File: config.mk
export PLATFORM = sky130hd
export DESIGN_NAME = debug_packet_binary_load
export DESIGN_NICKNAME = d
export VERILOG_FILES = /design/src/hdl/dpbl_pkg.sv /design/src/hdl/dpbl_front.sv /design/src/hdl/dpbl_fifo.sv /design/src/hdl/dpbl_back.sv /design/src/hdl/debug_packet_binary_load.sv
export VERILOG_INCLUDE_DIRS = /design/src /design/src/hdl
export SDC_FILE = /design/constraint.sdc
export NUM_CORES = 1
export LEC_CHECK = 0
export BUFFER_PORTS_ARGS = -buffer_cell sky130_fd_sc_hd__clkbuf_2
export CAP_MARGIN = 20
export CORE_MARGIN = 10
export CORE_UTILIZATION = 55
export CTS_BUF_LIST = sky130_fd_sc_hd__clkbuf_8
export CTS_CLUSTER_DIAMETER = 60
export CTS_CLUSTER_SIZE = 28
export DETAILED_ROUTE_END_ITERATION = 16
export HOLD_SLACK_MARGIN = 0.1
export MAX_ROUTING_LAYER = met4
export PLACE_DENSITY = 0.8
export SYNTH_ARGS = -nofsm -noshare
export SYNTH_HDL_FRONTEND = slang
export SYNTH_HIERARCHICAL = 1
export SYNTH_SLANG_ARGS = --single-unit
File: constraint.sdc
create_clock -name clock -period 17.9 [get_ports clock]
set_clock_uncertainty 0.2 [all_clocks]
set_input_delay 3.58 -clock clock [delete_from_list [all_inputs] [get_ports clock]]
set_output_delay 3.58 -clock clock [all_outputs]
set_load 0.1 [all_outputs]
File: src/hdl/debug_packet_binary_load_macros.svh
// Assertion helpers shared by the block.
`ifndef DEBUG_PACKET_BINARY_LOAD_MACROS_SVH
`define DEBUG_PACKET_BINARY_LOAD_MACROS_SVH

// Implication checked on every rising edge, ignored while reset is high.
`define DPBL_ASSERT(label, clk, rst, prop, msg) \
   label: assert property (@(posedge clk) disable iff (rst) (prop)) else $error(msg);

// Implication checked on every rising edge, reset included.
`define DPBL_ASSERT_ALWAYS(label, clk, prop, msg) \
   label: assert property (@(posedge clk) (prop)) else $error(msg);

`endif

File: src/hdl/dpbl_pkg.sv
package dpbl_pkg;

   localparam int STAGE_DEPTH_DEF = 128;
   localparam logic [31:0] SPACE_MASK_RST = 32'h00ff_0000;

   localparam logic [7:0] CH_DOLLAR = 8'h24;
   localparam logic [7:0] CH_HASH   = 8'h23;
   localparam logic [7:0] CH_PLUS   = 8'h2b;
   localparam logic [7:0] CH_MINUS  = 8'h2d;
   localparam logic [7:0] CH_ETX    = 8'h03;
   localparam logic [7:0] CH_ESC    = 8'h7d;
   localparam logic [7:0] CH_X      = 8'h58;
   localparam logic [7:0] CH_P      = 8'h50;
   localparam logic [7:0] CH_S      = 8'h73;
   localparam logic [7:0] CH_C      = 8'h63;
   localparam logic [7:0] ESC_XOR   = 8'h20;

   typedef enum logic [1:0] {FR_IDLE, FR_BODY, FR_CSH, FR_CSL} frame_type;
   typedef enum logic [1:0] {BP_CMD, BP_ADDR, BP_SIZE, BP_DATA} body_type;
   typedef enum logic [1:0] {RP_EMPTY, RP_OK, RP_E05} reply_type;
   typedef enum logic [2:0] {
      K_TX = 3'd0, K_STAGE = 3'd1, K_COMMIT = 3'd2, K_DISCARD = 3'd3, K_RUN = 3'd4
   } kind_type;

   // Result slots of one job, sent from the lowest set bit up.
   localparam int M_ST0  = 0;
   localparam int M_ST1  = 1;
   localparam int M_ACK  = 2;
   localparam int M_ACT  = 3;
   localparam int M_DOL  = 4;
   localparam int M_R1   = 5;
   localparam int M_R2   = 6;
   localparam int M_R3   = 7;
   localparam int M_HASH = 8;
   localparam int M_H1   = 9;
   localparam int M_H2   = 10;
   localparam int M_RUN  = 11;
   localparam int MASK_W = 12;

   typedef struct packed {
      logic [MASK_W-1:0] mask;
      logic [7:0]        st0;
      logic [7:0]        st1;
      logic [6:0]        ix0;
      logic [6:0]        ix1;
      logic [7:0]        ack;
      kind_type          act;
      reply_type         rsel;
      logic [15:0]       waddr;
      logic [7:0]        wlen;
   } job_type;

   localparam int JOB_W = $bits(job_type);

   // Hex digit value, or all ones for a byte that is not a hex digit.
   function automatic logic [7:0] nib_of(input logic [7:0] c);
      logic [7:0] v;
      if (c >= 8'h41 && c <= 8'h46) v = c - 8'h37;
      else if (c >= 8'h61 && c <= 8'h66) v = c - 8'h57;
      else if (c >= 8'h30 && c <= 8'h39) v = c - 8'h30;
      else v = 8'hff;
      return v;
   endfunction

   function automatic logic [7:0] hex_char(input logic [3:0] v);
      return (v > 4'd9) ? (8'h57 + {4'h0, v}) : (8'h30 + {4'h0, v});
   endfunction

   // Body character of a reply at position 0..2.
   function automatic logic [7:0] reply_char(input reply_type r, input logic [1:0] p);
      logic [7:0] c;
      c = 8'h00;
      unique case (r)
         RP_OK:  c = (p == 2'd0) ? 8'h4f : 8'h4b;
         RP_E05: c = (p == 2'd0) ? 8'h45 : ((p == 2'd1) ? 8'h30 : 8'h35);
         default: c = 8'h00;
      endcase
      return c;
   endfunction

   function automatic logic [7:0] reply_sum(input reply_type r);
      logic [7:0] s;
      unique case (r)
         RP_OK:  s = 8'h9a;
         RP_E05: s = 8'haa;
         default: s = 8'h00;
      endcase
      return s;
   endfunction

   // Slot mask for a full reply frame.
   function automatic logic [MASK_W-1:0] reply_mask(input reply_type r);
      logic [MASK_W-1:0] m;
      m = '0;
      m[M_DOL] = 1'b1;
      m[M_HASH] = 1'b1;
      m[M_H1] = 1'b1;
      m[M_H2] = 1'b1;
      m[M_R1] = (r != RP_EMPTY);
      m[M_R2] = (r != RP_EMPTY);
      m[M_R3] = (r == RP_E05);
      return m;
   endfunction

endpackage

File: src/hdl/dpbl_front.sv
module dpbl_front
   import dpbl_pkg::*;
#(
   parameter int STAGE_DEPTH = STAGE_DEPTH_DEF
) (
   input  logic        clock,
   input  logic        reset,
   input  logic        in_valid,
   input  logic [7:0]  in_byte,
   input  logic [31:0] space_mask,
   output logic        job_valid,
   output job_type     job
);

   localparam int SCW = $clog2(STAGE_DEPTH + 1);

   frame_type        frame_ff, frame_in;
   body_type         body_ff, body_in;
   reply_type        last_reply_ff, last_reply_in;
   logic [7:0]       sum_ff, sum_in;
   logic [7:0]       csh_ff, csh_in;
   logic [7:0]       cmd_ff, cmd_in;
   logic [31:0]      addr_ff, addr_in;
   logic [31:0]      size_ff, size_in;
   logic [SCW-1:0]   cnt_ff, cnt_in;
   logic             esc_ff, esc_in;

   logic [7:0]       nib;
   logic [7:0]       cs;
   logic             two_req, one_req;
   logic [7:0]       sb0, sb1;
   logic             ok0, ok1;
   logic [SCW-1:0]   cnt1;
   logic             is_x;

   assign nib  = nib_of(in_byte);
   assign cs   = csh_ff | nib;
   assign is_x = (cmd_ff == CH_X);

   // Staging room for up to two data bytes from one received byte.
   assign ok0  = ({{(32-SCW){1'b0}}, cnt_ff} < size_ff) && (cnt_ff < SCW'(STAGE_DEPTH));
   assign cnt1 = cnt_ff + SCW'(ok0);
   assign ok1  = ({{(32-SCW){1'b0}}, cnt1} < size_ff) && (cnt1 < SCW'(STAGE_DEPTH));

   // Per-byte decode, next state and job build.
   always_comb begin
      frame_in = frame_ff;
      body_in = body_ff;
      last_reply_in = last_reply_ff;
      sum_in = sum_ff;
      csh_in = csh_ff;
      cmd_in = cmd_ff;
      addr_in = addr_ff;
      size_in = size_ff;
      cnt_in = cnt_ff;
      esc_in = esc_ff;
      one_req = 1'b0;
      two_req = 1'b0;
      sb0 = in_byte;
      sb1 = in_byte;
      job = '0;
      job.act = K_TX;
      job.rsel = RP_EMPTY;
      unique case (frame_ff)
         FR_IDLE: begin
            if (in_byte == CH_DOLLAR) begin
               frame_in = FR_BODY;
               sum_in = '0;
               cmd_in = '0;
               body_in = BP_CMD;
               addr_in = '0;
               size_in = '0;
               cnt_in = '0;
               esc_in = 1'b0;
            end else if (in_byte == CH_MINUS) begin
               job.rsel = last_reply_ff;
               job.mask = reply_mask(last_reply_ff);
            end else if (in_byte != CH_PLUS && in_byte != CH_ETX) begin
               job.rsel = RP_EMPTY;
               job.mask = reply_mask(RP_EMPTY);
               last_reply_in = RP_EMPTY;
            end
         end
         FR_BODY: begin
            if (in_byte == CH_HASH) begin
               if (esc_ff && is_x && body_ff == BP_DATA) begin
                  one_req = 1'b1;
                  sb0 = CH_ESC;
               end
               esc_in = 1'b0;
               frame_in = FR_CSH;
            end else begin
               sum_in = sum_ff + in_byte;
               unique case (body_ff)
                  BP_CMD: begin
                     cmd_in = in_byte;
                     body_in = (in_byte == CH_X) ? BP_ADDR : BP_DATA;
                  end
                  BP_ADDR: begin
                     if (nib == 8'hff) body_in = BP_SIZE;
                     else addr_in = {addr_ff[27:0], nib[3:0]};
                  end
                  BP_SIZE: begin
                     if (nib == 8'hff) body_in = BP_DATA;
                     else size_in = {size_ff[27:0], nib[3:0]};
                  end
                  default: begin
                     if (is_x) begin
                        if (esc_ff) begin
                           esc_in = 1'b0;
                           if (in_byte == 8'h03 || in_byte == 8'h04 ||
                               in_byte == 8'h5d || in_byte == 8'h0a) begin
                              one_req = 1'b1;
                              sb0 = in_byte | ESC_XOR;
                           end else if (in_byte == CH_ESC) begin
                              one_req = 1'b1;
                              sb0 = CH_ESC;
                              esc_in = 1'b1;
                           end else begin
                              two_req = 1'b1;
                              sb0 = CH_ESC;
                           end
                        end else if (in_byte == CH_ESC) begin
                           esc_in = 1'b1;
                        end else begin
                           one_req = 1'b1;
                        end
                     end
                  end
               endcase
            end
         end
         FR_CSH: begin
            csh_in = {nib[3:0], 4'h0};
            frame_in = FR_CSL;
         end
         default: begin
            frame_in = FR_IDLE;
            job.ack = (cs == sum_ff) ? CH_PLUS : CH_MINUS;
            job.mask[M_ACK] = 1'b1;
            if (cs != sum_ff) begin
               job.act = K_DISCARD;
               job.mask[M_ACT] = is_x;
            end else if (is_x) begin
               job.mask[M_ACT] = 1'b1;
               if ((addr_ff & space_mask) == 32'h0) begin
                  job.act = K_COMMIT;
                  job.waddr = addr_ff[16:1] & ~space_mask[16:1];
                  job.wlen = 8'(cnt_ff);
                  job.rsel = RP_OK;
               end else begin
                  job.act = K_DISCARD;
                  job.rsel = RP_E05;
               end
               job.mask = job.mask | reply_mask(job.rsel);
               last_reply_in = job.rsel;
            end else begin
               job.rsel = (cmd_ff == CH_P || cmd_ff == CH_S || cmd_ff == CH_C) ?
                          RP_OK : RP_EMPTY;
               job.mask = job.mask | reply_mask(job.rsel);
               job.mask[M_RUN] = (cmd_ff == CH_S || cmd_ff == CH_C);
               last_reply_in = job.rsel;
            end
         end
      endcase
      // Staged bytes, dropped once the size or the buffer is used up.
      if (one_req || two_req) begin
         job.st0 = sb0;
         job.ix0 = 7'(cnt_ff);
         job.mask[M_ST0] = ok0;
         if (two_req) begin
            job.st1 = sb1;
            job.ix1 = 7'(cnt1);
            job.mask[M_ST1] = ok1;
            cnt_in = cnt1 + SCW'(ok1);
         end else begin
            cnt_in = cnt1;
         end
      end
   end

   assign job_valid = in_valid && (job.mask != '0);

   // State registers.
   always_ff @(posedge clock) begin
      if (reset) begin
         frame_ff <= FR_IDLE;
         body_ff <= BP_CMD;
         last_reply_ff <= RP_EMPTY;
         sum_ff <= '0;
         csh_ff <= '0;
         cmd_ff <= '0;
         addr_ff <= '0;
         size_ff <= '0;
         cnt_ff <= '0;
         esc_ff <= 1'b0;
      end else if (in_valid) begin
         frame_ff <= frame_in;
         body_ff <= body_in;
         last_reply_ff <= last_reply_in;
         sum_ff <= sum_in;
         csh_ff <= csh_in;
         cmd_ff <= cmd_in;
         addr_ff <= addr_in;
         size_ff <= size_in;
         cnt_ff <= cnt_in;
         esc_ff <= esc_in;
      end
   end

endmodule

File: src/hdl/dpbl_fifo.sv
module dpbl_fifo
   import dpbl_pkg::*;
#(
   parameter int WIDTH = JOB_W,
   parameter int DEPTH = 4
) (
   input  logic             clock,
   input  logic             reset,
   input  logic             push,
   input  logic [WIDTH-1:0] push_data,
   input  logic             pop,
   output logic [WIDTH-1:0] head,
   output logic             empty,
   output logic             full
);

   localparam int AW = $clog2(DEPTH);

   logic [WIDTH-1:0] mem_ff [DEPTH];
   logic [AW-1:0]    wr_ff, rd_ff;
   logic [AW:0]      cnt_ff;

   assign head  = mem_ff[rd_ff];
   assign empty = (cnt_ff == '0);
   assign full  = (cnt_ff == (AW+1)'(DEPTH));

   // Entry storage.
   always_ff @(posedge clock) begin
      if (push) mem_ff[wr_ff] <= push_data;
   end

   // Pointers and fill count.
   always_ff @(posedge clock) begin
      if (reset) begin
         wr_ff <= '0;
         rd_ff <= '0;
         cnt_ff <= '0;
      end else begin
         if (push) wr_ff <= (wr_ff == AW'(DEPTH - 1)) ? '0 : wr_ff + 1'b1;
         if (pop) rd_ff <= (rd_ff == AW'(DEPTH - 1)) ? '0 : rd_ff + 1'b1;
         cnt_ff <= cnt_ff + (AW+1)'(push) - (AW+1)'(pop);
      end
   end

endmodule

File: src/hdl/dpbl_back.sv
module dpbl_back
   import dpbl_pkg::*;
(
   input  logic        clock,
   input  logic        reset,
   input  logic        q_empty,
   input  job_type     q_head,
   output logic        q_pop,
   output logic        out_valid,
   input  logic        out_ready,
   output kind_type    out_kind,
   output logic [7:0]  out_byte,
   output logic [6:0]  out_index,
   output logic [15:0] out_waddr,
   output logic [7:0]  out_wlen,
   output logic        out_last
);

   job_type           job_ff;
   logic [MASK_W-1:0] mask_ff, mask_in;
   logic [MASK_W-1:0] cur;
   logic [MASK_W-1:0] rest;
   logic [7:0]        sum;
   logic              load;

   // Lowest pending slot is the current result.
   assign cur  = mask_ff & (~mask_ff + 1'b1);
   assign rest = mask_ff & ~cur;
   assign sum  = reply_sum(job_ff.rsel);

   assign out_valid = (mask_ff != '0);
   assign out_last  = (rest == '0);
   assign load      = !out_valid || (out_ready && out_last);
   assign q_pop     = load && !q_empty;

   // Result fields for the current slot.
   always_comb begin
      out_kind = K_TX;
      out_byte = '0;
      out_index = '0;
      out_waddr = '0;
      out_wlen = '0;
      priority if (cur[M_ST0]) begin
         out_kind = K_STAGE;
         out_byte = job_ff.st0;
         out_index = job_ff.ix0;
      end else if (cur[M_ST1]) begin
         out_kind = K_STAGE;
         out_byte = job_ff.st1;
         out_index = job_ff.ix1;
      end else if (cur[M_ACK]) begin
         out_byte = job_ff.ack;
      end else if (cur[M_ACT]) begin
         out_kind = job_ff.act;
         if (job_ff.act == K_COMMIT) begin
            out_waddr = job_ff.waddr;
            out_wlen = job_ff.wlen;
         end
      end else if (cur[M_DOL]) begin
         out_byte = CH_DOLLAR;
      end else if (cur[M_R1]) begin
         out_byte = reply_char(job_ff.rsel, 2'd0);
      end else if (cur[M_R2]) begin
         out_byte = reply_char(job_ff.rsel, 2'd1);
      end else if (cur[M_R3]) begin
         out_byte = reply_char(job_ff.rsel, 2'd2);
      end else if (cur[M_HASH]) begin
         out_byte = CH_HASH;
      end else if (cur[M_H1]) begin
         out_byte = hex_char(sum[7:4]);
      end else if (cur[M_H2]) begin
         out_byte = hex_char(sum[3:0]);
      end else if (cur[M_RUN]) begin
         out_kind = K_RUN;
      end else begin
         out_kind = K_TX;
      end
   end

   // Slot mask: drop the sent slot, reload from the queue after the last one.
   always_comb begin
      mask_in = mask_ff;
      if (load) mask_in = q_empty ? '0 : q_head.mask;
      else if (out_ready) mask_in = rest;
   end

   always_ff @(posedge clock) begin
      if (reset) mask_ff <= '0;
      else mask_ff <= mask_in;
   end

   always_ff @(posedge clock) begin
      if (q_pop) job_ff <= q_head;
   end

endmodule

File: src/hdl/debug_packet_binary_load.sv
// A received byte's job passes the job queue and then the result stage registers before
// its first result shows. Throughput: one received byte per cycle while the job queue has
// room; results leave at one per cycle while rsp_tready is high, up to nine per byte, so
// the result port sets the pace. Reset (synchronous, active high) returns the framer to
// idle, empties the queue, and sets space_mask to 0x00ff0000.
module debug_packet_binary_load
   import dpbl_pkg::*;
#(
   parameter int STAGE_DEPTH = STAGE_DEPTH_DEF
) (
   input  logic        clock,
   input  logic        reset,
   input  logic        req_tvalid,
   output logic        req_tready,
   input  logic [7:0]  req_tdata,   // rx_byte
   output logic        rsp_tvalid,
   input  logic        rsp_tready,
   output logic [39:0] rsp_tdata,   // byte_value, stage_index, word_address, write_length, pad
   output logic [2:0]  rsp_tuser,   // kind
   output logic        rsp_tlast,   // last
   input  logic        csr_valid,
   output logic        csr_ready,
   input  logic [31:0] csr_data     // space_mask
);

   `include "debug_packet_binary_load_macros.svh"

   logic [31:0] space_mask_ff;
   logic        in_xfer;
   logic        job_valid;
   job_type     job_new, q_head;
   logic [JOB_W-1:0] q_head_bits;
   logic        q_empty, q_full, q_pop;
   kind_type    out_kind;
   logic [7:0]  out_byte;
   logic [6:0]  out_index;
   logic [15:0] out_waddr;
   logic [7:0]  out_wlen;

   // Configuration register.
   assign csr_ready = 1'b1;
   always_ff @(posedge clock) begin
      if (reset) space_mask_ff <= SPACE_MASK_RST;
      else if (csr_valid) space_mask_ff <= csr_data;
   end

   assign req_tready = !q_full;
   assign in_xfer = req_tvalid && req_tready;

   dpbl_front #(.STAGE_DEPTH(STAGE_DEPTH)) u_front (
      .clock(clock), .reset(reset), .in_valid(in_xfer), .in_byte(req_tdata),
      .space_mask(space_mask_ff), .job_valid(job_valid), .job(job_new)
   );

   dpbl_fifo #(.WIDTH(JOB_W), .DEPTH(4)) u_fifo (
      .clock(clock), .reset(reset), .push(job_valid), .push_data(job_new),
      .pop(q_pop), .head(q_head_bits), .empty(q_empty), .full(q_full)
   );

   assign q_head = job_type'(q_head_bits);

   dpbl_back u_back (
      .clock(clock), .reset(reset), .q_empty(q_empty), .q_head(q_head), .q_pop(q_pop),
      .out_valid(rsp_tvalid), .out_ready(rsp_tready), .out_kind(out_kind),
      .out_byte(out_byte), .out_index(out_index), .out_waddr(out_waddr),
      .out_wlen(out_wlen), .out_last(rsp_tlast)
   );

   assign rsp_tuser = out_kind;
   assign rsp_tdata = {1'b0, out_wlen, out_waddr, out_index, out_byte};

   `DPBL_ASSERT(a_no_push_full, clock, reset, job_valid |-> !q_full, "job pushed into full queue")
   `DPBL_ASSERT(a_no_pop_empty, clock, reset, q_pop |-> !q_empty, "pop from empty queue")
   `DPBL_ASSERT(a_drain, clock, reset, (rsp_tvalid && rsp_tready && rsp_tlast && q_empty) |=> !rsp_tvalid, "result after drained queue")
   `DPBL_ASSERT(a_kind_range, clock, reset, !rsp_tvalid || (rsp_tuser <= K_RUN), "bad result kind")

endmodule
* Word level (Yosys, flattened, before mapping)
Memory sizes are Yosys's and may differ from the RTL's. A register that Yosys moved wholly into a read port is not among the register bits.
Cells that the tools add are included.
** Word-level totals
- Output and inout bits :: 47
- Bits of input ports :: 45
- Bits in writable memories :: 316
- Logic and storage cells :: 303
- Memories kept :: 1
- Register bits after elaboration :: 217
** Operators by class
- Equal/unequal tests :: 48
- Magnitude comparators :: 12
- Muxes and demuxes :: 144
- Add/sub/neg operators :: 15
- Bitwise logic cells :: 9
- Reduce and logical (&&, ||, !) cells :: 50
** Memory list
- u_fifo.mem_ff :: words 4, bits a word 79, rd ports 1, clocked after Yosys merged registers in 1, write ports 1, RTL line dpbl_fifo.sv:19 : logic [WIDTH-1:0] mem_ff [DEPTH];
** Operator list (count)
- $mux W8 :: 37
- $mux W32 :: 8
- $pmux W32 S2 :: 2
- $mux W16 :: 5
- $mux W12 :: 6
- $mux W24 :: 3
- $lt A8 B32 Y1 :: 2
- $eq A8 B7 Y1 const B :: 7
- $mux W3 :: 17
- $pmux W8 S2 :: 3
- $pmux W7 S2 :: 3
- $mux W2 :: 18
- $and A32 B32 Y32 :: 1
- $logic_not A32 Y1 :: 1
- $mux W1 :: 26
- $mux W26 :: 1
- $and A12 B12 Y12 :: 2
- $eq A8 B6 Y1 const B :: 3
- $not A12 Y12 :: 2
- $pmux W12 S2 :: 1
- $reduce_bool A12 Y1 :: 2
- $mux W11 :: 2
- $mux W7 :: 3
- $eq A2 B2 Y1 const B :: 9
- other kinds (55) :: 114

* Longest topological paths before layout
- Depth after elaboration :: 19
- Gate-level depth with buffers :: 26
- Gate-level depth less buffers :: 26

* Hierarchy
Netlist, hierarchy kept.
** Modules (own cells, without submodules)
- dpbl_fifo :: sequential area each 9669.3 µm², instances 1, area each 11838.9 µm², cells an instance 456
- dpbl_front :: sequential area each 1981.9 µm², instances 1, area each 6735.2 µm², cells an instance 860
- dpbl_back :: sequential area each 2252.2 µm², instances 1, area each 3488.3 µm², cells an instance 267
- debug_packet_binary_load :: sequential area each 640.6 µm², instances 1, area each 1204.9 µm², cells an instance 109

* Least setup slack after synthesis
OpenSTA, ideal clock, no wires.
- Kind :: input -> register
- Start :: in req_tdata[1]
- End :: mem u_fifo/mem_ff[0][0] (netlist bit), enable pin
- Arrival time :: 8123 ps
- Path buffers :: 3
- Setup slack :: 9131 ps
- Data required time :: 17254 ps
- Stages :: 12
- Setup time :: 446 ps
- Cells stage by stage :: clkbuf_8 inv_1 ha_1 and3_1 and3_1 or4b_2 clkbuf_1 a21oi_1 clkbuf_1 o211a_1 o31a_1 and2_1
** RTL lines
- start, declared :: RTL line debug_packet_binary_load.sv:15 : input logic [7:0] req_tdata,
- end, declared :: RTL line dpbl_fifo.sv:19

==> metrics.md <==
| Metric | Value |
|---|---|
| Status | completed |
| Vias in the first global route | 13.3k |
| Worst EP required | 18.02 ns |
| Pleak | 8.09 nW |
| CTS resizes | 0 |
| Max Cap Viol | 0 |
| Total Power | 3.36 mW |
| Filler cells | 3132 |
| Post-CTS Setup Bufs | 0 |
| Clk slew on worst S/H paths | 0.15 ns |
| GR Layer Usage met2 | 31.6% |
| Chip height | 226 um |
| Rows | 75 |
| Period Utilization, post-route | 42.9% |
| Total gr overflow | 0 |
| Worst hold path type | register to register |
| Via count | 13.9k |
| Met3 usage | 2.49% |
| Max FO, Critical Path | 50 |
| DRC | 0 |
| Launching point of the worst reg2reg path | u_front/cnt_ff[1]$_SDFFE_PP0P_ |
| Worst slew pin tran | 1.04 ns |
| CTS buffer count | 30 |
| Count of final hold-check violations | 0 |
| WS Path Type | primary input to register |
| 1st-iter DRT viols | 1516 |
| Setup TNS Final | 0 ns |
| Post-Syn Area | 23300 sq um |
| Final nets | 1822 |
| Die area | 50900 sq um |
| Synth Register Bits | 535 |
| Clock sink count | 535 |
| FFs w/ async S/R, synth | 0% |
| Final setup vio count | 0 |
| H-Tree Depth | 1 |
| Pwr Density | 136 nW/um^2 |
| Synth-to-Final Area Change | 6.01% |
| Hold bufs inserted after CTS | 0 |
| Routed len/inst | 22.0 um |
| Avg Cell Area, Syn | 13.8 sq um |
| Cell variety after synth | 99 |
| CP max-delay cell | or4b_2 |
| First-pass GRT wire length | 77600 um |
| Critical Path Max Stage Delay | 0.83 ns |
| Hold_ws | 0.262 ns |
| Max_slew headroom | 30.4% |
| Syn Inst Count | 1692 |
| GR peak layer | met2 |
| Routed Antenna Nets | 0 |
| Detailed Place HPWL | 34600 um |
| Clock buffer depth | 3 |
| CP Cell Sequence | clkbuf_2, inv_1, ha_1, and3_1, and3_1, or4b_2, a21oi_1, buf_4, o211a_1, o31a_1, and2_4, buf_4 |
| Ys Warns | 6 |
| GPL Wtd Cong | 0.920 |
| Hold_sp | u_front/addr_ff[29]$_SDFFE_PP0P_ |
| Slew Viols, Final | 0 |
| Initial Utilization | 55.6% |
| Layout cells sized above 1 | 17.0% |
| Global Route Usage Sum | 19.9% |
| Met1 Resource Use GR | 27.4% |
| DRT Pass-1 Iters | 6 |
| Sequential area share after synthesis | 62.5% |
| Startpoint types | primary input |
| CTS root buffer | clkbuf_8 |
| Pin count of the biggest net entering global routing | 75 |
| Routed Wire Length | 50200 um |
| Via density | 6.07 |
| Worst VDD drop | 0.171 mV |
| Worst Path Arrival | 7.80 ns |
| Fin crit period | 7.68 ns |
| Worst setup startpoint | req_tdata[1] |
| Ys flop type | edfxtp_1 |
| Antenna violations before repair | 2 |
| I/O Pins | 92 |
| Core ar. | 41900 sq um |
| Clock latency on the worst-skew pair | 0.68 ns |
| Port bufs | 89 |
| Worst setup EP type | register |
| Max Fclk | 0.130 GHz |
| RSZ-0062 raised after global routing | no |
| Post-synth EDFFs | 383 |
| Die X | 226 um |
| CTS tree | built |
metal layers:
metal / vias up / part of all wire, %
met1: 6961 / 43
met2: 452 / 49
li1: 6416 / -
met4: 0 / 1.2
met3: 46 / 6.2
met5: - / 0
kinds of logic (layout without fill, tap and decap cells):
kind of cell               after synthesis  count (layout)  share of synthesized area (%)
DFF                                    535             535                           62.5
and+or+nand+nor                        507             507                           11.7
AOI/OAI and AO/OA                      283             283                           8.50
buffers and inverters                  161             211                           3.72
muxes                                  117             117                           9.28
adders and majority gates               58              58                           3.17
xor gates and xnor gates                28              28                           1.12
other                                    3               8                         0.0484
Yosys cell counts, types with 7 or more instances:
cell type,number,area share (%)
nor2b_1,19,0.51
mux4_2,79,7.6
o21ai_0,24,0.52
a22oi_1,35,1.1
o21ai_1,9,0.19
nand2b_1,15,0.40
nor2_1,91,1.5
a22o_1,7,0.26
nor3b_1,7,0.23
clkbuf_1,63,1.0
nor4_1,9,0.24
nand4_1,11,0.30
buf_2,14,0.30
a21oi_1,94,2.0
or3_1,10,0.27
nor3_1,28,0.60
nor3b_2,12,0.65
nand3_1,81,1.7
o21a_1,10,0.32
a2bb2oi_1,7,0.26
buf_6,11,0.53
and2_1,51,1.4
buf_4,16,0.52
edfxtp_1,383,49
mux2i_1,38,1.6
and3_1,11,0.30
inv_1,46,0.74
a21o_1,14,0.45
nand2_1,123,2.0
ha_1,54,2.9
xor2_1,9,0.34
nand3b_1,8,0.26
dfxtp_1,152,13
a211o_1,8,0.30
o211ai_1,8,0.26
xnor2_1,18,0.68
placed cells by master, fill, tap and decap left out, drive strengths merged, types with 8 or more instances in the layout:
cell      n
nor3b    19
o21a     10
clkbuf  121
a211o     9
xor2      9
and2     51
nor2     91
nand3b    8
nor3     28
xnor2    18
edfxtp  383
o211ai    8
clkinv    8
a21oi    94
nand2   123
ha       54
nor2b    19
nand2b   15
nand3    84
buf      19
a22oi    35
and3     11
a21o     16
inv      59
nand4    12
or3      11
nor4     11
mux2i    38
mux4     79
dfxtp   152
o21ai    35
flip-flops by register name (all words and copies together) (netlist names), 8 cells and up, named ones only:
register,flops
u_fifo/mem_ff,316
u_front/sum_ff,8
u_front/addr_ff,32
u_back/mask_ff,12
u_back/job_ff,67
space_mask_ff,32
u_front/cnt_ff,8
u_front/size_ff,32
u_front/cmd_ff,8
final timing paths:
path / endpoint / slack [ns] / depth (start not counted)
setup / recovery: u_fifo/mem_ff[1][66]$_DFFE_PP_ / 10.22 / 12
hold / removal: u_front/addr_ff[29]$_SDFFE_PP0P_ / 0.26 / 2
setup reg to reg: u_fifo/mem_ff[1][66]$_DFFE_PP_ / 11.79 / 19
hold reg to reg: u_front/addr_ff[29]$_SDFFE_PP0P_ / 0.26 / 2
through the flow:
| stage | instances | util [%] | area [sq um] | setup WS (ns) |
|---|---|---|---|---|
| after floorplan | 1695 | - | 23300 | 9.13 |
| after global placement | 2226 | 57.0 | 23900 | 9.64 |
| after detailed placement | 2226 | 57.0 | 23900 | 9.57 |
| after CTS | 2282 | 58.9 | 24600 | 10.30 |
| after global routing | 2286 | 58.9 | 24700 | 9.98 |
| final | 2286 | 58.9 | 24700 | 10.22 |
critical path: cells and delay by family:
kind / cells / cell delay (ns)
adders and majority gates: 1 / 0.25
buffers and inverters: 4 / 1.18
and+or+nand+nor: 4 / 1.98
AOI/OAI and AO/OA: 3 / 0.74
power breakdown:
group	switching, mW	internal (mW)	leakage (nW)
Clock	0.405	0.228	0.391
Sequential	0.0989	1.57	4.47
Combinational	0.771	0.289	3.23
Total	1.28	2.08	8.09
area by class of cell:
class	count	area, sq um	share of cell area [%]
sequential	535	14600	59.0
multi-input combinational	999	7890	32.0
tap	539	674	2.73
timing repair buffer	107	587	2.38
clock buffer	33	454	1.84
clock inverter	23	320	1.30
inverter	48	180	0.730
antenna	2	5.00	0.0203
(Power assumes the default switching activity.)
